<file path="config.mk">
export PLATFORM = sky130hd
export DESIGN_NAME = positional_list_engine_top
export DESIGN_NICKNAME = d
export VERILOG_FILES = /design/src/ple_pkg.sv /design/src/ple_front.sv /design/src/ple_cmd_fifo.sv /design/src/ple_back.sv /design/src/positional_list_engine_top.sv
export SDC_FILE = /design/constraint.sdc
export NUM_CORES = 2
export LEC_CHECK = 0
export ABC_AREA = 1
export BUFFER_PORTS_ARGS = -buffer_cell sky130_fd_sc_hd__buf_4
export CAP_MARGIN = 5
export CELL_PAD_IN_SITES_DETAIL_PLACEMENT = 2
export CELL_PAD_IN_SITES_GLOBAL_PLACEMENT = 2
export CORE_ASPECT_RATIO = 1.1
export CORE_MARGIN = 2
export CORE_UTILIZATION = 30
export CTS_CLUSTER_DIAMETER = 60
export DETAILED_ROUTE_END_ITERATION = 7
export PLACE_DENSITY_LB_ADDON = 0.15
export SYNTH_ARGS = -nofsm -noshare
export SYNTH_HDL_FRONTEND = slang
export SYNTH_SLANG_ARGS = --single-unit
</file>
<file path="constraint.sdc">
create_clock -name clk -period 7.4 [get_ports clk]
set_clock_uncertainty 0.2 [all_clocks]
set_input_delay 0.74 -clock clk [delete_from_list [all_inputs] [get_ports clk]]
set_output_delay 0.74 -clock clk [all_outputs]
set_load 0.05 [all_outputs]
</file>
<file path="src/ple_pkg.sv">
// ----------------------------------------------------------------------------
// ple_pkg
// Shared types and constants for the positional list engine.
// ----------------------------------------------------------------------------
package ple_pkg;

	localparam int VAL_W = 32;   // element value width
	localparam int POS_W = 6;    // position field width
	localparam int CMP_W = 7;    // position/count compare width (holds 64)
	localparam int MODE_W = 3;
	localparam int STAT_W = 2;

	// input mode codes
	localparam logic [MODE_W-1:0] MODE_LIST      = 3'd0;
	localparam logic [MODE_W-1:0] MODE_INS_FRONT = 3'd1;
	localparam logic [MODE_W-1:0] MODE_INS_POS   = 3'd2;
	localparam logic [MODE_W-1:0] MODE_APPEND    = 3'd3;
	localparam logic [MODE_W-1:0] MODE_DELETE    = 3'd4;

	// result status codes
	localparam logic [STAT_W-1:0] STAT_OK    = 2'd0;
	localparam logic [STAT_W-1:0] STAT_RANGE = 2'd1;
	localparam logic [STAT_W-1:0] STAT_FULL  = 2'd2;
	localparam logic [STAT_W-1:0] STAT_EMPTY = 2'd3;

	typedef enum logic [2:0] {
		OP_LIST,
		OP_INS_FRONT,
		OP_INS_POS,
		OP_APPEND,
		OP_DELETE
	} op_t;

	typedef struct packed {
		op_t                     op;
		logic signed [VAL_W-1:0] value;
		logic [POS_W-1:0]        position;
	} cmd_t;

	typedef struct packed {
		logic signed [VAL_W-1:0] element;
		logic [POS_W-1:0]        element_position;
		logic [STAT_W-1:0]       status;
		logic                    last;
	} res_t;

endpackage

</file>
<file path="src/ple_front.sv">
// ----------------------------------------------------------------------------
// ple_front
// Input side: takes command beats, decodes the mode, drops unused modes.
// ----------------------------------------------------------------------------
module ple_front import ple_pkg::*; (
	input  logic               s_axis_tvalid,
	output logic               s_axis_tready,
	input  logic [39:0]        s_axis_tdata,
	input  logic [MODE_W-1:0]  s_axis_tuser,
	output logic               push_valid,
	input  logic               push_ready,
	output cmd_t               push_cmd
);

	logic mode_ok;

	always_comb begin
		mode_ok      = 1'b1;
		push_cmd.op  = OP_LIST;
		case (s_axis_tuser)
			MODE_LIST:      push_cmd.op = OP_LIST;
			MODE_INS_FRONT: push_cmd.op = OP_INS_FRONT;
			MODE_INS_POS:   push_cmd.op = OP_INS_POS;
			MODE_APPEND:    push_cmd.op = OP_APPEND;
			MODE_DELETE:    push_cmd.op = OP_DELETE;
			default:        mode_ok     = 1'b0;   // unused modes: no result
		endcase
		push_cmd.value    = s_axis_tdata[VAL_W-1:0];
		push_cmd.position = s_axis_tdata[VAL_W+POS_W-1:VAL_W];
	end

	assign s_axis_tready = push_ready;
	assign push_valid    = s_axis_tvalid && mode_ok;

endmodule

</file>
<file path="src/ple_cmd_fifo.sv">
// ----------------------------------------------------------------------------
// ple_cmd_fifo
// Two-entry command queue between the front and back ends.
// ----------------------------------------------------------------------------
module ple_cmd_fifo import ple_pkg::*; (
	input  logic clk,
	input  logic arst_n,
	input  logic push_valid,
	output logic push_ready,
	input  cmd_t push_cmd,
	output logic pop_valid,
	input  logic pop,
	output cmd_t pop_cmd
);

	cmd_t       mem_q [2];
	logic       wr_ptr_q;
	logic       rd_ptr_q;
	logic [1:0] fill_q;
	logic       do_push;
	logic       do_pop;

	assign push_ready = (fill_q != 2'd2);
	assign pop_valid  = (fill_q != 2'd0);
	assign do_push    = push_valid && push_ready;
	assign do_pop     = pop && pop_valid;
	assign pop_cmd    = mem_q[rd_ptr_q];

	always_ff @(posedge clk) begin
		if (do_push) begin
			mem_q[wr_ptr_q] <= push_cmd;
		end
	end

	always_ff @(posedge clk or negedge arst_n) begin
		if (!arst_n) begin
			wr_ptr_q <= 1'b0;
			rd_ptr_q <= 1'b0;
			fill_q   <= 2'd0;
		end else begin
			if (do_push) begin
				wr_ptr_q <= ~wr_ptr_q;
			end
			if (do_pop) begin
				rd_ptr_q <= ~rd_ptr_q;
			end
			case ({do_push, do_pop})
				2'b10:   fill_q <= fill_q + 2'd1;
				2'b01:   fill_q <= fill_q - 2'd1;
				default: fill_q <= fill_q;
			endcase
		end
	end

endmodule

</file>
<file path="src/ple_back.sv">
// ----------------------------------------------------------------------------
// ple_back
// Execution side: shifting cell array, element count, result register.
// ----------------------------------------------------------------------------
module ple_back import ple_pkg::*; #(
	parameter int CAPACITY = 16
) (
	input  logic        clk,
	input  logic        arst_n,
	input  logic        cmd_valid,
	input  cmd_t        cmd,
	output logic        cmd_pop,
	output logic        res_valid,
	input  logic        res_ready,
	output res_t        res
);

	localparam int CW = $clog2(CAPACITY + 1);
	localparam int IW = $clog2(CAPACITY);

	typedef enum logic {ST_IDLE, ST_LIST} state_t;

	state_t                  state_q;
	logic [CW-1:0]           count_q;
	logic [IW-1:0]           idx_q;
	logic                    out_valid_q;
	res_t                    out_res_q;
	logic signed [VAL_W-1:0] cell_q [CAPACITY];
	logic signed [VAL_W-1:0] cell_d [CAPACITY];

	logic              take;
	logic              cmd_fire;
	logic              do_ins;
	logic              do_del;
	logic              do_rot;
	logic              full;
	logic [CMP_W-1:0]  cnt_x;
	logic [CMP_W-1:0]  pos_x;
	logic [CMP_W-1:0]  at_x;
	logic [CMP_W-1:0]  end_x;
	logic [STAT_W-1:0] cmd_stat;
	logic              list_last;

	assign take     = !out_valid_q || res_ready;
	assign cmd_fire = (state_q == ST_IDLE) && cmd_valid && take;
	assign cmd_pop  = cmd_fire;
	assign cnt_x    = CMP_W'(count_q);
	assign pos_x    = CMP_W'(cmd.position);
	assign end_x    = cnt_x - CMP_W'(1);
	assign full     = (count_q == CW'(CAPACITY));
	assign list_last = ((CMP_W'(idx_q) + CMP_W'(1)) == cnt_x);

	// status and target position of the command at the queue head
	always_comb begin
		cmd_stat = STAT_OK;
		at_x     = pos_x;
		case (cmd.op)
			OP_LIST: begin
				if (count_q == '0) cmd_stat = STAT_EMPTY;
			end
			OP_INS_FRONT: begin
				at_x = '0;
				if (full) cmd_stat = STAT_FULL;
			end
			OP_INS_POS: begin
				if (full) cmd_stat = STAT_FULL;
				else if (pos_x > cnt_x) cmd_stat = STAT_RANGE;
			end
			OP_APPEND: begin
				at_x = cnt_x;
				if (full) cmd_stat = STAT_FULL;
			end
			OP_DELETE: begin
				if (count_q == '0) cmd_stat = STAT_EMPTY;
				else if (pos_x >= cnt_x) cmd_stat = STAT_RANGE;
			end
			default: cmd_stat = STAT_OK;
		endcase
	end

	assign do_ins = cmd_fire && (cmd_stat == STAT_OK) &&
		(cmd.op == OP_INS_FRONT || cmd.op == OP_INS_POS || cmd.op == OP_APPEND);
	assign do_del = cmd_fire && (cmd_stat == STAT_OK) && (cmd.op == OP_DELETE);
	// listing rotates the occupied window left; after count steps it is restored
	assign do_rot = (state_q == ST_LIST) && take;

	for (genvar i = 0; i < CAPACITY; i++) begin : g_cell
		logic signed [VAL_W-1:0] prev_v;
		logic signed [VAL_W-1:0] next_v;
		if (i == 0) begin : g_first
			assign prev_v = cmd.value;
		end else begin : g_prev
			assign prev_v = cell_q[i-1];
		end
		if (i == CAPACITY - 1) begin : g_lastc
			assign next_v = cell_q[i];
		end else begin : g_next
			assign next_v = cell_q[i+1];
		end
		always_comb begin
			cell_d[i] = cell_q[i];
			if (do_ins) begin
				if (CMP_W'(i) > at_x) cell_d[i] = prev_v;
				else if (CMP_W'(i) == at_x) cell_d[i] = cmd.value;
			end else if (do_del) begin
				if (CMP_W'(i) >= at_x) cell_d[i] = next_v;
			end else if (do_rot) begin
				if (CMP_W'(i) == end_x) cell_d[i] = cell_q[0];
				else if (CMP_W'(i) < end_x) cell_d[i] = next_v;
			end
		end
	end

	always_ff @(posedge clk) begin
		cell_q <= cell_d;
	end

	always_ff @(posedge clk or negedge arst_n) begin
		if (!arst_n) begin
			state_q     <= ST_IDLE;
			count_q     <= '0;
			idx_q       <= '0;
			out_valid_q <= 1'b0;
			out_res_q   <= '0;
		end else begin
			if (do_ins) count_q <= count_q + CW'(1);
			if (do_del) count_q <= count_q - CW'(1);
			case (state_q)
				ST_IDLE: begin
					if (cmd_fire) begin
						if (cmd.op == OP_LIST && cmd_stat == STAT_OK) begin
							state_q     <= ST_LIST;
							idx_q       <= '0;
							out_valid_q <= out_valid_q && !res_ready;
						end else begin
							out_valid_q                <= 1'b1;
							out_res_q.element          <= '0;
							out_res_q.element_position <= '0;
							out_res_q.status           <= cmd_stat;
							out_res_q.last             <= 1'b1;
						end
					end else if (res_ready) begin
						out_valid_q <= 1'b0;
					end
				end
				ST_LIST: begin
					if (take) begin
						out_valid_q                <= 1'b1;
						out_res_q.element          <= cell_q[0];
						out_res_q.element_position <= POS_W'(idx_q);
						out_res_q.status           <= STAT_OK;
						out_res_q.last             <= list_last;
						idx_q                      <= idx_q + IW'(1);
						if (list_last) state_q <= ST_IDLE;
					end
				end
				default: state_q <= ST_IDLE;
			endcase
		end
	end

	assign res_valid = out_valid_q;
	assign res       = out_res_q;

endmodule

</file>
<file path="src/positional_list_engine_top.sv">
// ----------------------------------------------------------------------------
// positional_list_engine_top
// Ordered list of up to CAPACITY signed 32-bit values with positional
// insert, append, delete and full listing.
// ----------------------------------------------------------------------------
//
//  Channel   Dir  Beat contents
//  s_axis    in   tdata: value[31:0], position[37:32]; tuser: mode[2:0]
//  m_axis    out  tdata: element[31:0], element_position[37:32];
//                 tuser: status[1:0]; tlast: last result of the command
//
//  Insert/append/delete: the command passes through the command queue,
//  is executed and its result is registered. Listing: the command is
//  taken, then one beat per stored element follows, one per cycle while
//  m_axis does not stall; the cell array rotates one place per beat.
//  Reset clears the element count and all control; cell contents are kept
//  but never read before written. The input side keeps accepting into the
//  two-entry queue while results wait on m_axis; the output register holds
//  a result until tready, and the execution stage stalls behind it.
//  Modes 5 to 7 are accepted and dropped without a result.
// ----------------------------------------------------------------------------
module positional_list_engine_top import ple_pkg::*; #(
	parameter int CAPACITY = 16
) (
	input  logic              clk,
	input  logic              arst_n,
	input  logic              s_axis_tvalid,
	output logic              s_axis_tready,
	input  logic [39:0]       s_axis_tdata,   // value[31:0], position[37:32], pad
	input  logic [MODE_W-1:0] s_axis_tuser,   // mode[2:0]
	output logic              m_axis_tvalid,
	input  logic              m_axis_tready,
	output logic [39:0]       m_axis_tdata,   // element[31:0], element_position[37:32], pad
	output logic [STAT_W-1:0] m_axis_tuser,   // status[1:0]
	output logic              m_axis_tlast
);

	logic push_valid;
	logic push_ready;
	cmd_t push_cmd;
	logic cmd_valid;
	logic cmd_pop;
	cmd_t cmd;
	res_t res;

	// front end: decode mode, drop unused codes
	ple_front u_front (
		.s_axis_tvalid (s_axis_tvalid),
		.s_axis_tready (s_axis_tready),
		.s_axis_tdata  (s_axis_tdata),
		.s_axis_tuser  (s_axis_tuser),
		.push_valid    (push_valid),
		.push_ready    (push_ready),
		.push_cmd      (push_cmd)
	);

	// decoupling queue between front and back
	ple_cmd_fifo u_fifo (
		.clk        (clk),
		.arst_n     (arst_n),
		.push_valid (push_valid),
		.push_ready (push_ready),
		.push_cmd   (push_cmd),
		.pop_valid  (cmd_valid),
		.pop        (cmd_pop),
		.pop_cmd    (cmd)
	);

	// back end: cell array, count, result register
	ple_back #(
		.CAPACITY (CAPACITY)
	) u_back (
		.clk       (clk),
		.arst_n    (arst_n),
		.cmd_valid (cmd_valid),
		.cmd       (cmd),
		.cmd_pop   (cmd_pop),
		.res_valid (m_axis_tvalid),
		.res_ready (m_axis_tready),
		.res       (res)
	);

	assign m_axis_tdata = {2'b00, res.element_position, res.element};
	assign m_axis_tuser = res.status;
	assign m_axis_tlast = res.last;

endmodule
</file>
**Word-level counts from Yosys, hierarchy flattened**

Memory sizes are Yosys's and may differ from the RTL's.
Index checks and enable logic that the tools add are counted.

- Logic and storage cells: 390
- Input bits: 47
- Bits in writable memories: 82
- Output and inout port bits: 45
- Memories kept: 1
- Flip-flop bits (word level): 568

Memory list:

| name | depth | width | rd ports | clocked after Yosys merged registers in | wr ports | line | source |
|---|---|---|---|---|---|---|---|
| u_fifo.mem_q | 2 | 41 | 1 | 0 | 1 | ple_cmd_fifo.sv:16 | `cmd_t mem_q [2];` |

- Equal/unequal tests: 81
- Add/sub/neg operators: 7
- Bitwise logic cells: 3
- Reduce and logical (&&, ||, !) cells: 64
- Magnitude comparators: 48
- Multiplexer cells: 159

Operators by type and width:

| cell | count |
|---|---|
| $mux 32 | 126 |
| $mux 41 | 3 |
| $pmux 41 s2 | 1 |
| $reduce_and 4->1 | 15 |
| $eq 4x7->1 const A | 8 |
| $reduce_bool 4->1 | 14 |
| $lt 4x7->1 const A | 7 |
| $eq 4x6->1 const A | 8 |
| $gt 4x6->1 const A | 8 |
| $ne 3x2->1 const B | 16 |
| $ne 3x3->1 const B | 16 |
| $ge 4x6->1 const A | 7 |
| $eq 3x7->1 const A | 4 |
| $lt 3x7->1 const A | 4 |
| $eq 3x6->1 const A | 4 |
| $ge 3x6->1 const A | 4 |
| $gt 3x6->1 const A | 4 |
| $eq 2x7->1 const A | 2 |
| $logic_not 7->1 | 2 |
| $lt 1x7->1 const A | 2 |
| $lt 2x7->1 const A | 2 |
| $mux 1 | 13 |
| $eq 2x6->1 const A | 2 |
| $eq 3x2->1 const B | 4 |
| other kinds (47) | 86 |

**Logic depth before layout (Yosys ltp)**

An unclocked memory read counts as a cell.

- Depth after elaboration: 10
- Depth in mapped cells: 27
- Mapped depth without buffers: 23

**Modules after synthesis**

Synthesis repeated with hierarchy kept, for this count alone.

- Cell total of the unflattened synthesis: 6,326
- Area total of the unflattened synthesis: 44,492.7 um2

By module, submodules not included:

| module | cells an instance | seq. area each (um2) | area each (um2) | times used |
|---|---|---|---|---|
| ple_back | 6,030 | 16,625.9 | 40,881.7 | 1 |
| ple_cmd_fifo | 244 | 2,562.5 | 3,255.6 | 1 |
| ple_front | 49 | 0.0 | 336.6 | 1 |
| positional_list_engine_top | 3 | 0.0 | 18.8 | 1 |

**Worst setup path before layout**

OpenSTA, ideal clock, no wires.

- Kind: reg-to-reg
- Start: reg u_fifo.rd_ptr_q
- End: reg u_back.cell_q (netlist bit u_back.g_cell[3].next_v[0]) (enable)
- Slack: 2.195 ns
- Buffers on the path: 3
- Required time: 6.734 ns
- Clock period less this slack: 5.205 ns
- Stages on the path, launching flop included: 16
- Data arrival time: 4.539 ns
- Library setup time: 0.466 ns
- Path through: dfrtp_1 buf_6 clkbuf_1 nand2_1 nand2_1 ha_1 a21oi_1 nand3_1 nor2_1 nor2_1 nor2_4 nand3_4 nor2_8 o21ai_0 clkbuf_1 o21ai_0

- Longest elaborated chain between the ends: 10
- Elaborated cells on any way between the ends: 29
- Those cells by class: 4 x order compare; 7 x eq/ne; 6 x mux; 11 x reduce/logical; 1 x memory

RTL lines:

| element | line | source |
|---|---|---|
| start: declaration | ple_cmd_fifo.sv:18 | `logic rd_ptr_q;` |
| start signal: assignment | ple_cmd_fifo.sv:45 | `rd_ptr_q <= ~rd_ptr_q;` |
| $mem_v2 2x41 * | - |  |
| $ge 6x5->1 / $gt 6x5->1 (equally long branches) | ple_back.sv:75, ple_back.sv:67 |  |
| $mux 1, on equally long branches | ple_back.sv:75, ple_back.sv:67 |  |
| $mux 2, on equally long branches | ple_back.sv:74, ple_back.sv:66 |  |
| $pmux 2 s4 | ple_back.sv:57 | `case (cmd.op)` |
| $logic_not 2->1 | ple_back.sv:81, ple_back.sv:83 |  |
| $logic_and 1x1->1 | ple_back.sv:81, ple_back.sv:83 |  |
| $logic_and 1x1->1, on equally long branches | ple_back.sv:81, ple_back.sv:83 |  |
| $ne 3x3->1 (no line), or another cell as far along | - |  |
| $reduce_and 4->1 (no line) * | - |  |
| end signal: assignment | ple_back.sv:115 | `cell_q <= cell_d;` |
| end: declaration | ple_back.sv:28 | `logic signed [VAL_W-1:0] cell_q [CAPACITY];` |

Mark *: on every way between the ends. The rest lies on a longest branch, timed or not.
A chain may end at the register's enable or synchronous reset.

==> impl_metrics.py <==
metrics = {
    "outcome": {
        "outcome": "complete, no violations",
    },
    "power": {
        "p_leak_uw": 0.0224,
        "p_sw_uw": 14000,
        "power.density_cell_area_nw_per_um2": 567,
        "share_comb_of_total_power": 0.514,
        "power.total_uw": 27300,
        "ir_drop_worst_vdd_mv": 0.551,
        "power_frac_clock": 0.182,
        "p_seq_frac": 0.304,
        "power.internal_uw": 13400,
        "power.share.switching": 0.512,
    },
    "synthesis": {
        "synthArstFlopShare": 0.0833,
        "yosysTopAreaCell": "sky130_fd_sc_hd__edfxtp_1",
        "synth-seq-area-share": 0.449,
        "synth_area_sq_um": 42700,
        "synth.top_cells.by_area": "sky130_fd_sc_hd__edfxtp_1, sky130_fd_sc_hd__nand2_1, sky130_fd_sc_hd__o21ai_0, sky130_fd_sc_hd__o211ai_1, sky130_fd_sc_hd__dfrtp_1",
        "synth.distinct_cells": 42,
        "synthesis_warnings": 0,
        "synth_seq_cells": 648,
        "synth_ff_type": "sky130_fd_sc_hd__edfxtp_1",
        "syn_inst": 6132,
        "avgSynthCellArea_sq_um": 6.97,
        "synth_most_common_cell": "sky130_fd_sc_hd__nand2_1",
        "ys_top_cells_by_count": "sky130_fd_sc_hd__nand2_1, sky130_fd_sc_hd__o21ai_0, sky130_fd_sc_hd__edfxtp_1",
        "netlist.area_leader.share": 0.417,
        "synth_enable_flop_cells": 594,
    },
    "clock_network": {
        "cts_tree": "done",
        "cts-root-buf": "sky130_fd_sc_hd__clkbuf_16",
        "clock_tree_sinks": 648,
        "cts.reportedPaths.clkPinSlew_ns": 0.06,
        "htree_num_levels": 3,
        "cts-buffers-inserted": 99,
        "max-clock-path-buffers": 3,
        "cts_resized": 0,
        "worstSkewPairLatency_ns": 0.72,
    },
    "critical_path": {
        "critical_path_class": "flip-flop to flip-flop",
        "critPathMostFrequentCell": "sky130_fd_sc_hd__nand2_1",
        "critPathCaptureType": "flip-flop",
        "cp_slowest_cell": "sky130_fd_sc_hd__buf_4",
        "slowest_delay_ns": 0.86,
        "kind_of_start_point_of_the_critical_path": "flip-flop",
        "cp_max_fo": 80,
        "crit_chain": "buf_4, nand2_1, nand2_1, ha_1, nand2_1, nor2_1, nand2_1, nor2_1, nor2_1, nor2_1, nor2_4, nand3_4, nor2_8, nand2_8, buf_4, buf_4, nand2_1, nand2_1, nand2_1, nand2_1",
        "timing.critical_path.arrival_ns": 5.65,
        "cp.required_ns": 7.77,
    },
    "route": {
        "detail_route.wirelength_um": 186000,
        "drtAntennaViolNets": 0,
        "vias": 42619,
        "drc_errors": 0,
        "first_iter_violations": 2249,
        "drt_pass1_iterations": 5,
        "post_dr_wirelength_cell_um": 23.4,
        "number_of_vias_per_cell": 5.37,
    },
    "place": {
        "detailed_place_hpwl_um": 110000,
        "detailedPlace.worstSlack_ns": 2.05,
        "globalplace.congestion": 0.778,
        "buffer_ports.inserted": 85,
        "place_inst": 7709,
    },
    "floorplanning": {
        "die-width_um": 364,
        "die-height_um": 400,
        "floorplan.die_area_sq_um": 145000,
        "design.portCount": 92,
        "placeableCoreArea_sq_um": 142000,
        "initial_core_util": 0.302,
        "std_cell_rows": 145,
    },
    "finish": {
        "register_area_sq_um": 19200,
        "fin_nets": 5998,
        "postLayoutCoreUtil": 0.340,
        "syn2layout_area_growth_pct": 12.8,
        "fill_cells": 16626,
        "drive_gt1_frac": 0.0684,
        "multiInputGateArea_sq_um": 20900,
        "stdcell_count": 7937,
    },
    "grt": {
        "vias_in_the_first_global_route": 45637,
        "globalRoute.totalOverflow": 0,
        "pin_count_of_the_biggest_net_entering_global_routing": 143,
        "grt_first_pass_wirelength_um": 282000,
        "grt_antenna_before_repair": 10,
        "grt_usage": 0.254,
    },
    "timing": {
        "final_min_period_over_clock_period": 0.714,
        "hold_viol": 0,
        "maxSlewHeadroom": 0.226,
        "final-setup-viol-count": 0,
        "period_needed_ns": 5.28,
        "timing_max_transition_violations_final": 0,
        "totalNegativeSetupSlack_ns": 0,
        "rsz0062_at_grt": "no",
        "achievable-frequency_mhz": 189,
        "finalWorstSetupSlack_ns": 2.12,
        "tightest_slew_ns": 1.16,
    },
    "worst_hold_path": {
        "hold_path_class": "input pin to flip-flop",
    },
    "run": {
        "cap_viol_max_count": 0,
    },
}
layer usage:
layer	vias to the layer above	global-route usage	share of wire
li1	19587	-	-
met1	22072	0.313	0.43
met2	687	0.459	0.50
met3	273	0.0284	0.034
met4	0	0.0869	0.032
met5	-	0	0
flip-flops by register name, indices dropped and copies added (netlist names):
| register | flops |
|---|---|
| u_back.count_q | 5 |
| u_fifo.mem_q | 82 |
| u_back.res | 39 |
| u_back.g_cell.prev_v | 96 |
| u_fifo.wr_ptr_q | 1 |
| u_back.res_valid | 1 |
| u_back.idx_q | 4 |
| u_back.state_q | 1 |
| u_fifo.fill_q | 2 |
| u_fifo.rd_ptr_q | 1 |
| u_back.g_cell.next_v | 416 |
critical path: cells and delay by family, from the launching register on:
kind,cells,cell delay (ns)
adder cells (fa/ha/maj),1,0.33
buffers and inverters,3,1.97
flip-flops,1,0.43
AND/OR/NAND/NOR,16,2.04
through the flow:
step	hold slack (ns)	cell area, sq um
finish	0.0715	48200
global route	0.0411	48200
CTS	0.0132	48200
detailed placement	0.276	44400
floorplan	0.244	42700
global placement	0.263	44400
cell type report:
| cell class | instances | share of cell area |
|---|---|---|
| inverter | 162 | 0.0130 |
| multi-input combinational | 4825 | 0.433 |
| sequential | 648 | 0.398 |
| clock buffer | 116 | 0.0549 |
| timing repair buffer | 200 | 0.0354 |
| tap | 1911 | 0.0496 |
| antenna | 4 | 0.000208 |
| clock inverter | 71 | 0.0155 |
cells in the final DEF (no fill, tap or decap), types with 5 or more instances in the layout:
cell                            instances
sky130_fd_sc_hd__inv_6                  9
sky130_fd_sc_hd__nand3_1               29
sky130_fd_sc_hd__bufinv_16             10
sky130_fd_sc_hd__o21ai_0              696
sky130_fd_sc_hd__buf_12                 9
sky130_fd_sc_hd__clkinvlp_4            10
sky130_fd_sc_hd__nor2_4                 9
sky130_fd_sc_hd__clkbuf_16            103
sky130_fd_sc_hd__a21oi_1                6
sky130_fd_sc_hd__inv_2                 20
sky130_fd_sc_hd__nand2_2               19
sky130_fd_sc_hd__inv_1                138
sky130_fd_sc_hd__clkbuf_1              11
sky130_fd_sc_hd__clkinv_2              11
sky130_fd_sc_hd__nand2_1             3567
sky130_fd_sc_hd__o211ai_1             291
sky130_fd_sc_hd__o21ai_1              101
sky130_fd_sc_hd__dfrtp_1               53
sky130_fd_sc_hd__o21ai_4                5
sky130_fd_sc_hd__dlygate4sd3_1         37
sky130_fd_sc_hd__clkinv_4              16
sky130_fd_sc_hd__ha_1                  14
sky130_fd_sc_hd__clkinv_1              10
sky130_fd_sc_hd__nand2_4                8
sky130_fd_sc_hd__nor2_1                32
sky130_fd_sc_hd__buf_4                154
sky130_fd_sc_hd__xor2_1                10
sky130_fd_sc_hd__edfxtp_1             594
kinds of logic after synthesis:
group           after synthesis  synth area share
simple gates               3683             0.328
buf+inv                     662            0.0676
compound gates             1109             0.148
flops                       648             0.449
fa+ha+maj                    15           0.00457
other cells                   1         0.0000878
xor+xnor                     14           0.00287
power groups by stage:
stage / Clock, uW / Combinational, uW / Sequential, uW
after global placement: 0 / 13500 / 8250
after detailed placement: 0 / 14100 / 8300
after global routing: 5230 / 15800 / 8520
after CTS: 5110 / 14200 / 8290
after floorplan: 0 / 8630 / 8180
final: 4990 / 14100 / 8310
final timing paths:
path	from	end	slack [ns]	depth (start not counted)
max	u_fifo.rd_ptr_q$_DFFE_PN0P_	u_back.g_cell[4].next_v[13]$_DFFE_PP_	2.12	20
min	s_axis_tdata[10]	u_fifo.mem_q[1][16]$_DFFE_PP_	0.07	1
max reg2reg	u_fifo.rd_ptr_q$_DFFE_PN0P_	u_back.g_cell[4].next_v[13]$_DFFE_PP_	2.12	20
min reg2reg	u_back.res[39]$_DFFE_PN0P_	u_back.res[39]$_DFFE_PN0P_	0.29	2
max in group asynchronous	arst_n	u_fifo.rd_ptr_q$_DFFE_PN0P_	5.98	2
min in group asynchronous	arst_n	u_back.res[31]$_DFFE_PN0P_	0.44	2
what timing repair did:
item,4_1_cts,5_1_grt
hold buffers,37,0
endpoints found under the hold margin,125,0
buffers inserted,0,0
(Power assumes the default switching activity.)
